--- config.mk ---
export PLATFORM = sky130hd
export DESIGN_NAME = crc_framed_packet_deframer_core
export DESIGN_NICKNAME = d
export VERILOG_FILES = /design/src/sv/cfpd_pkg.sv /design/src/sv/cfpd_cfg_regs.sv /design/src/sv/crc_framed_packet_deframer_core.sv
export SDC_FILE = /design/constraint.sdc
export NUM_CORES = 1
export LEC_CHECK = 0
export ABC_AREA = 0
export BUFFER_PORTS_ARGS = -buffer_cell sky130_fd_sc_hd__buf_2
export CAP_MARGIN = 10
export CORE_MARGIN = 2
export CORE_UTILIZATION = 44
export DETAILED_ROUTE_END_ITERATION = 7
export PLACE_DENSITY_LB_ADDON = 0.3
export REMOVE_ABC_BUFFERS = 1
export SLEW_MARGIN = 20
export SYNTH_ARGS = -nofsm -noshare
export SYNTH_HDL_FRONTEND = slang
export SYNTH_SLANG_ARGS = --single-unit
--- constraint.sdc ---
create_clock -name clk_i -period 19.05 [get_ports clk_i]
set_input_delay 3.81 -clock clk_i [delete_from_list [all_inputs] [get_ports clk_i]]
set_output_delay 3.81 -clock clk_i [all_outputs]
set_load 0.05 [all_outputs]
--- src/sv/cfpd_pkg.sv ---
// ---------------------------------------------------------------------------
// cfpd_pkg
// Types, constants and CRC byte-step functions for the framed packet deframer.
// ---------------------------------------------------------------------------
package cfpd_pkg;

  localparam int unsigned ByteW   = 8;
  localparam int unsigned Crc16W  = 16;
  localparam int unsigned PosW    = 9;
  localparam int unsigned EventW  = 3;
  localparam int unsigned CfgIdxW = 3;
  localparam int unsigned CfgDatW = 16;

  localparam logic [ByteW-1:0]  StartMarkerRst   = 8'd170;
  localparam logic [ByteW-1:0]  HeaderCrcPolyRst = 8'd55;
  localparam logic [ByteW-1:0]  HeaderCrcInitRst = 8'd66;
  localparam logic [Crc16W-1:0] BodyCrcPolyRst   = 16'd15717;
  localparam logic [Crc16W-1:0] BodyCrcInitRst   = 16'd4919;

  typedef enum logic [CfgIdxW-1:0] {
    CFG_START_MARKER    = 3'd0,
    CFG_HEADER_CRC_POLY = 3'd1,
    CFG_HEADER_CRC_INIT = 3'd2,
    CFG_BODY_CRC_POLY   = 3'd3,
    CFG_BODY_CRC_INIT   = 3'd4
  } cfg_idx_e;

  typedef enum logic [EventW-1:0] {
    EV_NONE       = 3'd0,
    EV_MARKER     = 3'd1,
    EV_LENGTH     = 3'd2,
    EV_HEADER_OK  = 3'd3,
    EV_HEADER_BAD = 3'd4,
    EV_PACKET_OK  = 3'd5,
    EV_PACKET_BAD = 3'd6
  } event_e;

  typedef enum logic [3:0] {
    PH_HUNT = 4'b0001,
    PH_LEN  = 4'b0010,
    PH_HCRC = 4'b0100,
    PH_BODY = 4'b1000
  } phase_e;

  typedef struct packed {
    logic [ByteW-1:0]  start_marker;
    logic [ByteW-1:0]  header_crc_poly;
    logic [ByteW-1:0]  header_crc_init;
    logic [Crc16W-1:0] body_crc_poly;
    logic [Crc16W-1:0] body_crc_init;
  } cfg_t;

  // MSB-first, non-reflected CRC-8 over one byte
  function automatic logic [ByteW-1:0] crc8_byte(input logic [ByteW-1:0] crc,
                                                 input logic [ByteW-1:0] b,
                                                 input logic [ByteW-1:0] poly);
    logic [ByteW-1:0] c;
    c = crc ^ b;
    for (int i = 0; i < 8; i++) begin
      if (c[ByteW-1]) begin
        c = {c[ByteW-2:0], 1'b0} ^ poly;
      end else begin
        c = {c[ByteW-2:0], 1'b0};
      end
    end
    return c;
  endfunction

  // MSB-first, non-reflected CRC-16 over one byte
  function automatic logic [Crc16W-1:0] crc16_byte(input logic [Crc16W-1:0] crc,
                                                   input logic [ByteW-1:0]  b,
                                                   input logic [Crc16W-1:0] poly);
    logic [Crc16W-1:0] c;
    c = crc ^ {b, 8'h00};
    for (int i = 0; i < 8; i++) begin
      if (c[Crc16W-1]) begin
        c = {c[Crc16W-2:0], 1'b0} ^ poly;
      end else begin
        c = {c[Crc16W-2:0], 1'b0};
      end
    end
    return c;
  endfunction

endpackage

--- src/sv/cfpd_cfg_regs.sv ---
// ---------------------------------------------------------------------------
// cfpd_cfg_regs
// Configuration register file; writes take effect on the next clock edge.
// ---------------------------------------------------------------------------
module cfpd_cfg_regs
  import cfpd_pkg::*;
(
  input  logic               clk_i,
  input  logic               rst_ni,
  input  logic               cfg_we_i,
  input  logic [CfgIdxW-1:0] cfg_idx_i,
  input  logic [CfgDatW-1:0] cfg_wdata_i,
  output cfg_t               cfg_o
);

  cfg_t cfg_q;

  always_ff @(posedge clk_i or negedge rst_ni) begin
    if (!rst_ni) begin
      cfg_q.start_marker    <= StartMarkerRst;
      cfg_q.header_crc_poly <= HeaderCrcPolyRst;
      cfg_q.header_crc_init <= HeaderCrcInitRst;
      cfg_q.body_crc_poly   <= BodyCrcPolyRst;
      cfg_q.body_crc_init   <= BodyCrcInitRst;
    end else if (cfg_we_i) begin
      unique case (cfg_idx_i)
        CFG_START_MARKER:    cfg_q.start_marker    <= cfg_wdata_i[ByteW-1:0];
        CFG_HEADER_CRC_POLY: cfg_q.header_crc_poly <= cfg_wdata_i[ByteW-1:0];
        CFG_HEADER_CRC_INIT: cfg_q.header_crc_init <= cfg_wdata_i[ByteW-1:0];
        CFG_BODY_CRC_POLY:   cfg_q.body_crc_poly   <= cfg_wdata_i[Crc16W-1:0];
        CFG_BODY_CRC_INIT:   cfg_q.body_crc_init   <= cfg_wdata_i[Crc16W-1:0];
        default: ;  // unused index: ignored
      endcase
    end
  end

  assign cfg_o = cfg_q;

endmodule

--- src/sv/crc_framed_packet_deframer_core.sv ---
// ---------------------------------------------------------------------------
// crc_framed_packet_deframer_core
// Length-prefixed frame parser with CRC-8 header and CRC-16 body checks.
// ---------------------------------------------------------------------------
// Result of an accepted input transaction is registered onto out_* next cycle.
// Throughput: one byte per cycle unless stalled; the byte-wide CRC-8/CRC-16
// update and the parser step are combinational ahead of the result register.
// Input is stalled only while a held result is stalled downstream.
// Reset (async, active low) returns to hunting, clears length and position,
// loads CRC registers with their defaults and empties the result register.
module crc_framed_packet_deframer_core
  import cfpd_pkg::*;
(
  input  logic               clk_i,
  input  logic               rst_ni,
  input  logic               cfg_we_i,
  input  logic [CfgIdxW-1:0] cfg_idx_i,
  input  logic [CfgDatW-1:0] cfg_wdata_i,
  input  logic               in_valid_i,
  output logic               in_stall_o,
  input  logic [ByteW-1:0]   in_data_byte_i,
  output logic               out_valid_o,
  input  logic               out_stall_i,
  output logic [ByteW-1:0]   out_echo_byte_o,
  output logic               out_is_payload_o,
  output logic [PosW-1:0]    out_body_position_o,
  output logic [ByteW-1:0]   out_frame_length_o,
  output logic [EventW-1:0]  out_event_res_o
);

  cfg_t cfg;

  cfpd_cfg_regs u_cfg_regs (
    .clk_i       (clk_i),
    .rst_ni      (rst_ni),
    .cfg_we_i    (cfg_we_i),
    .cfg_idx_i   (cfg_idx_i),
    .cfg_wdata_i (cfg_wdata_i),
    .cfg_o       (cfg)
  );

  phase_e            phase_q, phase_d;
  logic [ByteW-1:0]  len_q, len_d;
  logic [PosW-1:0]   taken_q, taken_d;
  logic [Crc16W-1:0] crc_q, crc_d;

  logic              out_valid_q;
  logic [ByteW-1:0]  echo_q;
  logic              payload_q, payload_d;
  logic [PosW-1:0]   pos_q, pos_d;
  logic [ByteW-1:0]  flen_q;
  event_e            ev_q, ev_d;

  logic              in_accept;
  logic [ByteW-1:0]  hdr_crc;
  logic [PosW-1:0]   taken_inc;
  logic [PosW:0]     body_total;

  assign in_stall_o = out_valid_q && out_stall_i;
  assign in_accept  = in_valid_i && !in_stall_o;

  assign hdr_crc    = crc8_byte(crc8_byte(cfg.header_crc_init, cfg.start_marker,
                                          cfg.header_crc_poly),
                                len_q, cfg.header_crc_poly);
  assign taken_inc  = taken_q + PosW'(1);
  assign body_total = {2'b00, len_q} + (PosW+1)'(2);

  always_comb begin
    phase_d   = phase_q;
    len_d     = len_q;
    taken_d   = taken_q;
    crc_d     = crc_q;
    payload_d = 1'b0;
    pos_d     = '0;
    ev_d      = EV_NONE;
    unique case (phase_q)
      PH_HUNT: begin
        if (in_data_byte_i == cfg.start_marker) begin
          phase_d = PH_LEN;
          ev_d    = EV_MARKER;
        end
      end
      PH_LEN: begin
        len_d   = in_data_byte_i;
        phase_d = PH_HCRC;
        ev_d    = EV_LENGTH;
      end
      PH_HCRC: begin
        if (hdr_crc == in_data_byte_i) begin
          phase_d = PH_BODY;
          taken_d = '0;
          crc_d   = cfg.body_crc_init;
          ev_d    = EV_HEADER_OK;
        end else begin
          phase_d = PH_HUNT;
          ev_d    = EV_HEADER_BAD;
        end
      end
      PH_BODY: begin
        pos_d     = taken_q;
        payload_d = (taken_q < {1'b0, len_q});
        crc_d     = crc16_byte(crc_q, in_data_byte_i, cfg.body_crc_poly);
        taken_d   = taken_inc;
        if ({1'b0, taken_inc} >= body_total) begin
          ev_d    = (crc_d == '0) ? EV_PACKET_OK : EV_PACKET_BAD;
          phase_d = PH_HUNT;
          taken_d = '0;
        end
      end
      default: begin
        phase_d = PH_HUNT;
      end
    endcase
  end

  always_ff @(posedge clk_i or negedge rst_ni) begin
    if (!rst_ni) begin
      phase_q <= PH_HUNT;
      len_q   <= '0;
      taken_q <= '0;
      crc_q   <= BodyCrcInitRst;
    end else if (in_accept) begin
      phase_q <= phase_d;
      len_q   <= len_d;
      taken_q <= taken_d;
      crc_q   <= crc_d;
    end
  end

  always_ff @(posedge clk_i or negedge rst_ni) begin
    if (!rst_ni) begin
      out_valid_q <= 1'b0;
    end else if (in_accept) begin
      out_valid_q <= 1'b1;
    end else if (!out_stall_i) begin
      out_valid_q <= 1'b0;
    end
  end

  always_ff @(posedge clk_i) begin
    if (in_accept) begin
      echo_q    <= in_data_byte_i;
      payload_q <= payload_d;
      pos_q     <= pos_d;
      flen_q    <= len_d;
      ev_q      <= ev_d;
    end
  end

  assign out_valid_o         = out_valid_q;
  assign out_echo_byte_o     = echo_q;
  assign out_is_payload_o    = payload_q;
  assign out_body_position_o = pos_q;
  assign out_frame_length_o  = flen_q;
  assign out_event_res_o     = ev_q;

endmodule

==> impl_metrics.yaml <==
outcome:
  outcome: "complete, no violations"
clock_network:
  root_buffer: "clkbuf_16"
  cts_tree: "done"
  clkTransAtPathRegs_ns: 0.06
  cts_buffers: 17
  cts_setup_buffers: 0
  clk_latency_ns: 0.43
  cts_resized: 0
  htreeDepth: 4
  clock-sinks: 123
  clockBufferDepth: 2
  holdBufCountCts: 0
sta:
  tightest_slew_ns: 0.956
  drv_slew: 0
  setup_viol: 0
  fin_crit_ns: 10.50
  grt_setup_unrepaired: "false"
  fmax_mhz: 95.2
  skew_ns: 0.0128
  tns_ns: 0
  max_slew_margin_pct: 36.2
  hold_viol: 0
  post-route-period-util_pct: 55.1
logic_synthesis:
  ys_ff_latch: 123
  ys_seq_area_share_pct: 27.9
  ys_async_sr_fraction_pct: 76.4
  ys_types: 93
  synth_edf_count: 29
  synth_top_family_by_area: "XOR/XNOR gates"
  synth_mux_area_share_pct: 10.0
  synth-xor-area-share_pct: 20.9
  syn_area_per_cell_sq_um: 8.53
  synthAdderAreaFrac_pct: 2.03
  synth_cells: 1375
  synth-compound-area-share_pct: 16.1
  ys_warn_count: 0
  ys.flop_type: "dfrtp_1"
  synth_area_sq_um: 11700
  yosys.area_share.simple_pct: 19.1
route:
  drtIter0Drc: 1145
  wirelength_microns: 34600
  vias: 10418
  postRouteAntennaNets: 0
  viasPerCell: 6.01
  avgRoutedWirePerCell_microns: 20.0
  drc: 0
  dr.pass1.iters: 5
worst_setup_path:
  critPathLaunchType: "flop"
  arrival_ns: 10.81
  rrSetupSlack_ns: 8.55
  path_delay_family: "simple AND/OR/NAND/NOR gates"
  r2r_cells: 27
  cp_max_fo: 32
  critPathLaunch: "u_cfg_regs.cfg_o[46]"
  r2r-start: "u_cfg_regs.cfg_o[46]"
  crit_required_ns: 19.35
  endpoint: "crc_q[3]"
  max_stage_delay_ns: 0.81
  crit_buf_inv: 2
  timing_worst_setup_path_type: "flop to flop"
  worstSetupEndpointType: "flop"
  path_depth: 27
  crit_slowest_cell: "a21oi_4"
  cp_common_cell: "nor3_1"
  reg2reg_to: "crc_q[3]"
grt:
  grt_pass1_vias: 10200
  grt_first_pass_wirelength_microns: 56300
  grt_usage_pct: 25.1
  grt_max_degree: 72
  grt-ovfl-total: 0
  antenna_found_initial: 0
floorplan:
  die_y_microns: 167
  initial_core_util_pct: 44.9
  fp.dieW_microns: 167
  die-area_sq_um: 28000
  core_sq_um: 26100
  num_io_pins: 63
  num_rows: 59
place:
  hpwl_microns: 24900
  port_buffers: 62
  gp_congestion: 0.937
final_layout:
  drive_gt1_share_pct: 19.2
  antennaDiodeCount: 0
  area_growth_pct: 9.60
  fillers: 2501
  layout.nets: 1437
job:
  cap_violations: 0
worst_hold_path:
  hold_class: "flop to flop"
## state kept, by name, indices dropped and copies added (netlist names)
signal	flops
taken_q	9
crc_q	16
phase_q	4
len_q	8
u_cfg_regs.cfg_o	56
out_body_position_o	9
out_is_payload_o	1
out_frame_length_o	8
out_echo_byte_o	8
out_event_res_o	3
out_valid_o	1
## cells in the final DEF (no fill, tap or decap), types with 12 or more instances in the layout
cell type,n
o21ai_0,71
mux2_2,62
xor2_1,35
buf_4,17
a211oi_1,16
nand4_1,18
xnor2_1,193
inv_1,26
nor3_1,32
o22ai_1,12
nor2_1,81
nand2b_1,12
mux2i_1,22
dfrtp_1,56
nand3_1,33
dfstp_2,37
a21oi_1,47
clkbuf_16,17
nand2_1,242
edfxtp_1,29
ha_1,19
buf_2,61
## kinds of logic (layout without fill, tap and decap cells)
group,after synthesis,count (layout)
buffers and inverters,117,141
adder cells (fa/ha/maj),19,19
XOR/XNOR,251,251
flip-flops,123,123
AO/OA/AOI/OAI,276,276
multiplexers,102,102
AND/OR/NAND/NOR,487,487
## per-stage QoR
| stage | cells | setup slack [ns] | utilization, % | cell area [sq um] | hold WS [ns] |
|---|---|---|---|---|---|
| final | 1734 | 8.55 | 49.2 | 12900 | 0.508 |
| after global routing | 1734 | 7.91 | 49.2 | 12900 | 0.536 |
| after CTS | 1734 | 8.78 | 49.2 | 12900 | 0.512 |
| after detailed placement | 1702 | 8.82 | 47.0 | 12300 | 0.499 |
| after global placement | 1702 | 7.74 | 46.9 | 12200 | 0.494 |
| after floorplan | 1289 | 8.61 | - | 11400 | 0.479 |
## per-layer routing
| layer | routed length (microns) | global-route usage [%] | share of wire, % | vias to the layer above |
|---|---|---|---|---|
| met4 | 1540 | 11.6 | 4.5 | 0 |
| met3 | 2390 | 4.28 | 6.9 | 105 |
| met1 | 14700 | 33.5 | 42 | 5004 |
| met5 | 0 | 0 | 0 | - |
| li1 | - | - | - | 4860 |
| met2 | 16000 | 39.9 | 46 | 449 |
## Yosys cell counts (6+ instances only)
cell type | instances | area [sq um]
a2111oi_0 | 6 | 52.6
a211oi_1 | 16 | 120
a21o_1 | 6 | 45.0
a21oi_1 | 47 | 235
a31oi_1 | 8 | 50.1
a32oi_1 | 8 | 70.1
and2_1 | 7 | 43.8
buf_2 | 10 | 50.1
clkbuf_1 | 70 | 263
dfrtp_1 | 57 | 1430
dfstp_2 | 37 | 972
edfxtp_1 | 29 | 871
ha_1 | 19 | 238
inv_1 | 26 | 97.6
mux2_2 | 62 | 698
mux2_4 | 11 | 165
mux2i_1 | 22 | 220
nand2_1 | 242 | 908
nand2b_1 | 12 | 75.1
nand3_1 | 33 | 165
nand4_1 | 18 | 113
nor2_1 | 81 | 304
nor2b_1 | 9 | 56.3
nor3_1 | 33 | 165
nor4_1 | 8 | 50.1
o211ai_1 | 11 | 82.6
o21ai_0 | 71 | 355
o21ai_1 | 10 | 50.1
o22ai_1 | 12 | 75.1
o31ai_1 | 11 | 82.6
or2_2 | 6 | 37.5
or3_1 | 6 | 37.5
xnor2_1 | 196 | 1720
xnor3_1 | 7 | 158
xor2_1 | 36 | 315
## how the worst min path moves through the flow
| stage | start | cells after the start | slack, ns | to |
|---|---|---|---|---|
| finish | u_cfg_regs.cfg_o[3] | 1 | 0.51 | u_cfg_regs.cfg_o[3] |
| global route | u_cfg_regs.cfg_o[3] | 1 | 0.54 | u_cfg_regs.cfg_o[3] |
| CTS | u_cfg_regs.cfg_o[3] | 1 | 0.51 | u_cfg_regs.cfg_o[3] |
| detailed placement | u_cfg_regs.cfg_o[3] | 1 | 0.50 | u_cfg_regs.cfg_o[3] |
| global placement | u_cfg_regs.cfg_o[7] | 1 | 0.49 | u_cfg_regs.cfg_o[7] |
| floorplan | crc_q[3] | 1 | 0.48 | crc_q[3] |
## cell type report
class,instances,area [sq um],share of cell area [%]
multi-input cells,1135,8040,62.5
flip-flops and latches,123,3270,25.4
clock buffers,19,443,3.44
repair buffers,78,433,3.37
well taps,335,419,3.26
clock inverters,13,143,1.11
inverters,31,116,0.905
Power is not shown: default switching activity piles up to over one toggle a cycle in this logic, so the estimate is an artifact.
